`src/sv/tridiagonal_system_solver_defines.svh`:
```
// Assertion macros shared by the tridiagonal solver RTL.
`ifndef TRIDIAGONAL_SYSTEM_SOLVER_DEFINES_SVH
`define TRIDIAGONAL_SYSTEM_SOLVER_DEFINES_SVH

// Consequent must hold in the same cycle as the antecedent.
`define TSS_ASSERT_NOW(label, ante, cons, msg) \
	label: assert property (@(posedge clk) disable iff (!arst_n) (ante) |-> (cons)) \
		else $error(msg);

// Consequent must hold in the cycle after the antecedent.
`define TSS_ASSERT_NEXT(label, ante, cons, msg) \
	label: assert property (@(posedge clk) disable iff (!arst_n) (ante) |=> (cons)) \
		else $error(msg);

`endif

```
`src/sv/tss_pkg.sv`:
```
// Types, constants and saturation helpers of the tridiagonal solver.
package tss_pkg;

	localparam int MAX_ROWS   = 64;
	localparam int FRAC_BITS  = 16;
	localparam int ADDR_W     = $clog2(MAX_ROWS);
	localparam int CNT_W      = $clog2(MAX_ROWS + 1);
	localparam int IDX_W      = 6;
	localparam int DIV_W      = 32 + FRAC_BITS;
	localparam int DIV_CNT_W  = $clog2(DIV_W + 1);

	typedef enum logic [3:0] {
		OP_NONE,
		OP_LOAD,
		OP_MUL_A,
		OP_Z,
		OP_MUL_B,
		OP_NUM,
		OP_DIV_B,
		OP_WR_B,
		OP_DIV_A,
		OP_WR_A,
		OP_BS_INIT,
		OP_BS_MUL,
		OP_BS_ADD,
		OP_EMIT
	} dp_op_t;

	typedef enum logic [3:0] {
		ST_IDLE,
		ST_MUL_A,
		ST_Z,
		ST_MUL_B,
		ST_NUM,
		ST_DIV_B,
		ST_WAIT_B,
		ST_WR_B,
		ST_DIV_A,
		ST_WAIT_A,
		ST_WR_A,
		ST_BS_RD,
		ST_BS_INIT,
		ST_BS_MUL,
		ST_BS_ADD,
		ST_EMIT
	} ctrl_state_t;

	typedef struct packed {
		dp_op_t            op;
		logic [ADDR_W-1:0] rd_addr;
		logic [ADDR_W-1:0] wr_addr;
		logic              use_zero;
		logic [IDX_W-1:0]  emit_index;
		logic              emit_last;
		logic              emit_err;
	} dp_cmd_t;

	typedef struct packed {
		logic div_busy;
		logic div_done;
		logic out_full;
		logic err;
	} dp_stat_t;

	typedef struct packed {
		logic [DIV_W-1:0] mag;
		logic             neg;
		logic             dz;
	} div_res_t;

	typedef struct packed {
		logic        err;
		logic [31:0] val;
	} sat_t;

	// Clamp a wide signed sum to 32 bits.
	function automatic sat_t sat_sum(input logic signed [64:0] v);
		sat_t r;
		r.err = 1'b0;
		r.val = v[31:0];
		if (v > 65'sh0_7FFF_FFFF) begin
			r.err = 1'b1;
			r.val = 32'h7FFF_FFFF;
		end else if (v < -65'sh0_8000_0000) begin
			r.err = 1'b1;
			r.val = 32'h8000_0000;
		end
		return r;
	endfunction

	// Clamp a sign and magnitude quotient to 32 bits.
	function automatic sat_t sat_quot(input logic [DIV_W-1:0] mag, input logic neg);
		sat_t r;
		r.err = 1'b0;
		if (neg) begin
			if (mag > DIV_W'(33'h0_8000_0000)) begin
				r.err = 1'b1;
				r.val = 32'h8000_0000;
			end else begin
				r.val = 32'(-mag);
			end
		end else begin
			if (mag > DIV_W'(33'h0_7FFF_FFFF)) begin
				r.err = 1'b1;
				r.val = 32'h7FFF_FFFF;
			end else begin
				r.val = mag[31:0];
			end
		end
		return r;
	endfunction

endpackage

```
`src/sv/tss_ctrl.sv`:
```
// Controller: sequences the forward sweep per row and the back substitution.
module tss_ctrl (
	input  logic               clk,
	input  logic               arst_n,
	input  logic               s_tvalid,
	input  logic               s_tlast,
	output logic               s_tready,
	input  tss_pkg::dp_stat_t  stat,
	output tss_pkg::dp_cmd_t   cmd
);

	tss_pkg::ctrl_state_t         state_q, state_d;
	logic [tss_pkg::CNT_W-1:0]    row_count_q;
	logic [tss_pkg::ADDR_W-1:0]   idx_q;
	logic                         error_q;
	logic                         last_q;
	logic                         bs_first_q;
	logic                         accept;
	logic                         full;
	logic                         bs_phase;

	assign s_tready = state_q == tss_pkg::ST_IDLE;
	assign accept   = s_tvalid && s_tready;
	assign full     = row_count_q >= tss_pkg::CNT_W'(tss_pkg::MAX_ROWS);
	assign bs_phase = (state_q == tss_pkg::ST_BS_RD) || (state_q == tss_pkg::ST_BS_INIT) ||
		(state_q == tss_pkg::ST_BS_MUL) || (state_q == tss_pkg::ST_BS_ADD) ||
		(state_q == tss_pkg::ST_EMIT);

	always_comb begin
		state_d = state_q;
		case (state_q)
			tss_pkg::ST_IDLE: begin
				if (accept) begin
					if (full) begin
						state_d = s_tlast ? tss_pkg::ST_BS_RD : tss_pkg::ST_IDLE;
					end else begin
						state_d = tss_pkg::ST_MUL_A;
					end
				end
			end
			tss_pkg::ST_MUL_A: state_d = tss_pkg::ST_Z;
			tss_pkg::ST_Z:     state_d = tss_pkg::ST_MUL_B;
			tss_pkg::ST_MUL_B: state_d = tss_pkg::ST_NUM;
			tss_pkg::ST_NUM:   state_d = tss_pkg::ST_DIV_B;
			tss_pkg::ST_DIV_B: state_d = tss_pkg::ST_WAIT_B;
			tss_pkg::ST_WAIT_B: begin
				if (stat.div_done) state_d = tss_pkg::ST_WR_B;
			end
			tss_pkg::ST_WR_B:  state_d = last_q ? tss_pkg::ST_BS_RD : tss_pkg::ST_DIV_A;
			tss_pkg::ST_DIV_A: state_d = tss_pkg::ST_WAIT_A;
			tss_pkg::ST_WAIT_A: begin
				if (stat.div_done) state_d = tss_pkg::ST_WR_A;
			end
			tss_pkg::ST_WR_A:    state_d = tss_pkg::ST_IDLE;
			tss_pkg::ST_BS_RD:   state_d = bs_first_q ? tss_pkg::ST_BS_INIT : tss_pkg::ST_BS_MUL;
			tss_pkg::ST_BS_INIT: state_d = tss_pkg::ST_EMIT;
			tss_pkg::ST_BS_MUL:  state_d = tss_pkg::ST_BS_ADD;
			tss_pkg::ST_BS_ADD:  state_d = tss_pkg::ST_EMIT;
			tss_pkg::ST_EMIT: begin
				if (!stat.out_full) begin
					state_d = (idx_q == '0) ? tss_pkg::ST_IDLE : tss_pkg::ST_BS_RD;
				end
			end
			default: state_d = tss_pkg::ST_IDLE;
		endcase
	end

	always_comb begin
		cmd.op         = tss_pkg::OP_NONE;
		cmd.rd_addr    = bs_phase ? idx_q : (row_count_q[tss_pkg::ADDR_W-1:0] - 1'b1);
		cmd.wr_addr    = row_count_q[tss_pkg::ADDR_W-1:0];
		cmd.use_zero   = row_count_q == '0;
		cmd.emit_index = tss_pkg::IDX_W'(idx_q);
		cmd.emit_last  = idx_q == '0;
		cmd.emit_err   = error_q;
		case (state_q)
			tss_pkg::ST_IDLE:    cmd.op = accept ? tss_pkg::OP_LOAD : tss_pkg::OP_NONE;
			tss_pkg::ST_MUL_A:   cmd.op = tss_pkg::OP_MUL_A;
			tss_pkg::ST_Z:       cmd.op = tss_pkg::OP_Z;
			tss_pkg::ST_MUL_B:   cmd.op = tss_pkg::OP_MUL_B;
			tss_pkg::ST_NUM:     cmd.op = tss_pkg::OP_NUM;
			tss_pkg::ST_DIV_B:   cmd.op = tss_pkg::OP_DIV_B;
			tss_pkg::ST_WR_B:    cmd.op = tss_pkg::OP_WR_B;
			tss_pkg::ST_DIV_A:   cmd.op = tss_pkg::OP_DIV_A;
			tss_pkg::ST_WR_A:    cmd.op = tss_pkg::OP_WR_A;
			tss_pkg::ST_BS_INIT: cmd.op = tss_pkg::OP_BS_INIT;
			tss_pkg::ST_BS_MUL:  cmd.op = tss_pkg::OP_BS_MUL;
			tss_pkg::ST_BS_ADD:  cmd.op = tss_pkg::OP_BS_ADD;
			tss_pkg::ST_EMIT:    cmd.op = stat.out_full ? tss_pkg::OP_NONE : tss_pkg::OP_EMIT;
			default:             cmd.op = tss_pkg::OP_NONE;
		endcase
	end

	always_ff @(posedge clk or negedge arst_n) begin
		if (!arst_n) begin
			state_q     <= tss_pkg::ST_IDLE;
			row_count_q <= '0;
			idx_q       <= '0;
			error_q     <= 1'b0;
			last_q      <= 1'b0;
			bs_first_q  <= 1'b0;
		end else begin
			state_q <= state_d;
			if (stat.err) error_q <= 1'b1;
			case (state_q)
				tss_pkg::ST_IDLE: begin
					if (accept) begin
						last_q <= s_tlast;
						// A row beyond the store is dropped; a dropped last row
						// still solves over the rows already stored.
						if (full) begin
							error_q    <= 1'b1;
							idx_q      <= tss_pkg::ADDR_W'(tss_pkg::MAX_ROWS - 1);
							bs_first_q <= 1'b1;
						end
					end
				end
				tss_pkg::ST_WR_B: begin
					idx_q      <= row_count_q[tss_pkg::ADDR_W-1:0];
					bs_first_q <= 1'b1;
				end
				tss_pkg::ST_WR_A: row_count_q <= row_count_q + 1'b1;
				tss_pkg::ST_EMIT: begin
					if (!stat.out_full) begin
						bs_first_q <= 1'b0;
						if (idx_q == '0) begin
							row_count_q <= '0;
							error_q     <= 1'b0;
						end else begin
							idx_q <= idx_q - 1'b1;
						end
					end
				end
				default: ;
			endcase
		end
	end

endmodule

```
`config.mk`:
```
export PLATFORM = sky130hd
export DESIGN_NAME = tss_ctrl
export DESIGN_NICKNAME = d
export VERILOG_FILES = /design/src/sv/tridiagonal_system_solver_defines.svh /design/src/sv/tss_pkg.sv /design/src/sv/tss_ctrl.sv
export SDC_FILE = /design/constraint.sdc
export NUM_CORES = 1
export LEC_CHECK = 0
export ABC_CLOCK_PERIOD_IN_PS = 5280
export BUFFER_PORTS_ARGS = -buffer_cell sky130_fd_sc_hd__buf_4
export CAP_MARGIN = 10
export CORE_ASPECT_RATIO = 0.5
export CORE_MARGIN = 5
export CORE_UTILIZATION = 40
export CTS_CLUSTER_SIZE = 16
export DETAILED_ROUTE_END_ITERATION = 6
export SETUP_SLACK_MARGIN = 0.15
export SKIP_LAST_GASP = 1
export SYNTH_ARGS = -nofsm -noshare
export SYNTH_HDL_FRONTEND = slang
export SYNTH_SLANG_ARGS = --single-unit
```
`constraint.sdc`:
```
create_clock -name clk -period 5.28 [get_ports clk]
set_input_delay 0.528 -clock clk [delete_from_list [all_inputs] [get_ports clk]]
set_output_delay 0.528 -clock clk [all_outputs]
set_load 0.01 [all_outputs]
```
==> impl_metrics.env <==
export IMPL_sequentialPowerShare_pct=31.7
export IMPL_design_area_mm2=0.00195
export IMPL_synth_cell_types=54
export IMPL_start_kind="flip-flop"
export IMPL_routed_wl_um=4810
export IMPL_synth_cells=205
export IMPL_max_cap_viol_count=0
export IMPL_crit_arrival_ns=2.20
export IMPL_cts_root_buffer="clkbuf_8"
export IMPL_diodes=0
export IMPL_crit_fanout=21
export IMPL_synth_flop_cell="dfrtp_1"
export IMPL_peakVddDrop_mv=0.294
export IMPL_cp_required_ns=4.75
export IMPL_synthMuxAreaShare_pct=3.70
export IMPL_port_buffers=32
export IMPL_synthesis_nets=217
export IMPL_yosysTopAreaCell="dfrtp_1"
export IMPL_rows=16
export IMPL_grt_pass1_vias=1552
export IMPL_reg2reg_depth=4
export IMPL_clkSlewWorstSetupHoldPaths_ns=0.09
export IMPL_synth_edf_count=0
export IMPL_overflow=0
export IMPL_syn_area_mm2=0.00169
export IMPL_power_switching_uw=665
export IMPL_cts_sinks=20
export IMPL_grt_pass1_wl_um=7870
export IMPL_cts_buffers=3
export IMPL_dr_total_vias=1645
export IMPL_report_final_setup_viol=0
export IMPL_ant_nets=0
export IMPL_final_common_cell="buf_4"
export IMPL_viasPerCell=5.98
export IMPL_p_comb_share_pct=56.5
export IMPL_place_area_mm2=0.00188
export IMPL_dp_hpwl_um=3380
export IMPL_synth_top_cell_area_share_pct=29.6
export IMPL_die_x_um=102
export IMPL_ioPinCount=34
export IMPL_worst_setup_path_end_kind="output port"
export IMPL_antenna_found_initial=0
export IMPL_first_pass_iters=4
export IMPL_status="finished, final reports clean"
export IMPL_synth_top_family_by_area="simple AND/OR/NAND/NOR gates"
export IMPL_slew_headroom_pct=51.0
export IMPL_clock_latency_ns=0.28
export IMPL_syn_avg_cell_area_um2=8.25
export IMPL_swShare_pct=48.5
export IMPL_yosys_area_share_simple_pct=25.7
export IMPL_coreArea_mm2=0.00398
export IMPL_hold_violations=0
export IMPL_nets=234
export IMPL_p_clk_share_pct=11.8
export IMPL_die_y_um=56.0
export IMPL_area_delta_synth_final_pct=15.6
export IMPL_maxSlewViolCount=0
export IMPL_cts_buffer_depth=2
export IMPL_place_congestion=0.878
export IMPL_ys_seq_area_share_pct=29.6
export IMPL_r2r_start="state_q[3]"
export IMPL_clock_skew_final_ns=0.0105
export IMPL_powerDensity_mw_per_mm2=702
export IMPL_drc=0
export IMPL_critPathKind="reg2out"
export IMPL_postCtsHoldBufs=0
export IMPL_postCtsResizedCells=0
export IMPL_synth_compound_area_share_pct=25.4
export IMPL_hold_class="in2async"
export IMPL_ys_top_cells_by_area="dfrtp_1 30%, a21oi_1 5.3%, nor2_1 3.8%"
export IMPL_wl_per_cell_um=17.5
export IMPL_yosys_register_bits=20
export IMPL_synth_xor_area_share_pct=3.11
export IMPL_worstMarginPinSlew_ns=0.735
export IMPL_fmax_ghz=0.367
export IMPL_drtIter0Drc=78
export IMPL_fin_crit_sh_pct=51.6
export IMPL_grt_max_degree=25
export IMPL_synth_fa_ha_area_share_pct=2.96
export IMPL_cts_tree="built"
export IMPL_grt_total_usage_pct=17.1
export IMPL_rsz0062_at_grt="false"
export IMPL_cp_startpoint="state_q[1]"
export IMPL_final_cell_mix="32 x buf_4, 20 x dfrtp_1, 18 x a21oi_1, 17 x nor2_1, 15 x nand2_1"
export IMPL_initial_utilization_pct=42.4
export IMPL_ys_async_sr_fraction_pct=100
export IMPL_htree_levels=1
export IMPL_period_minus_slack_ns=2.72
export IMPL_finalSetupTns_ns=0
export IMPL_power_leakage_nw=0.787
export IMPL_postCtsSetupRepairBufs=0
export IMPL_die_area_mm2=0.00570
export IMPL_yosysWarnings=0
export IMPL_fin_hold_ws_ns=0.128
export IMPL_drive_gt1_share_pct=21.3
export IMPL_p_int_uw=706
[metrics by stage]
step	utilization (%)	instances	setup slack, ns	power (mW)
6_report	49.1	275	2.56	1.37
3_3_place_gp	47.1	270	2.51	1.18
5_1_grt	49.1	275	2.48	1.47
3_5_place_dp	47.1	270	2.47	1.20
2_1_floorplan	-	205	3.14	0.932
4_1_cts	48.9	274	2.16	1.37
[power by group through the flow]
stage	clock [mW]	combinational (mW)	sequential, mW
after global routing	0.167	0.849	0.457
after global placement	0	0.752	0.429
after CTS	0.164	0.775	0.430
after detailed placement	0	0.771	0.433
final	0.162	0.774	0.435
after floorplan	0	0.613	0.319
[worst max-delay path, cell delays in order (launching register included)]
cell and delay (ns):
dfrtp_1 0.64, and2_1 0.32, o21ai_0 0.32, buf_2 0.28
nor2_1 0.06, a21oi_1 0.14, buf_4 0.15
[layer usage]
metal / track usage [%] / vias up / part of all wire (%)
met5: 0 / - / 0
li1: - / 789 / -
met4: 5.05 / 0 / 0.83
met2: 25.7 / 42 / 44
met1: 24.4 / 808 / 50
met3: 3.50 / 6 / 4.7
[path summary, 6_finish.rpt]
path | end | slack [ns]
max | cmd[19] | 2.56
min | idx_q[0] | 0.13
max reg2reg | state_q[1] | 2.92
min reg2reg | bs_first_q | 0.51
max in group asynchronous | state_q[2] | 4.92
min in group clk | error_q | 0.50
[cell type report]
cell class              instances  area (um2)
multi-input cells             153        1030
well taps                      54        67.6
repair buffers                 33         245
clock buffers                   3        41.3
fillers                       396        2030
clock inverters                 1        30.0
inverters                      11        41.3
flip-flops and latches         20         500
[logic make-up after synthesis]
group | count (synthesis)
buffers and inverters | 32
XOR/XNOR | 6
AO/OA/AOI/OAI | 64
multiplexers | 6
flip-flops | 20
AND/OR/NAND/NOR | 73
adder cells (fa/ha/maj) | 4
[flip-flops by register name, indices dropped and copies added (netlist names)]
| register | cells |
|---|---|
| row_count_q | 7 |
| idx_q | 6 |
| state_q | 4 |
| bs_first_q | 1 |
| error_q | 1 |
| last_q | 1 |
[Yosys cell counts (2+ instances only)]
cell type  number
dfrtp_1        20
nor4b_1         2
o31ai_1         8
clkbuf_1        9
a211oi_1        2
o21ai_0         8
nor4_4          2
nand2b_1        2
and3_1          2
nand4bb_1       2
a221oi_1        3
nor3_1          7
o22ai_1         6
nand3_1         3
a21oi_1        18
mux2i_1         4
buf_2           3
or4_1           4
inv_1          11
nor2_1         17
xnor2_1         5
buf_4           8
and2_1          5
o21ai_1         3
ha_1            4
nand4_1         3
o41ai_1         3
nand2_1        15
Note: power is estimated with default switching activity, not from simulation.
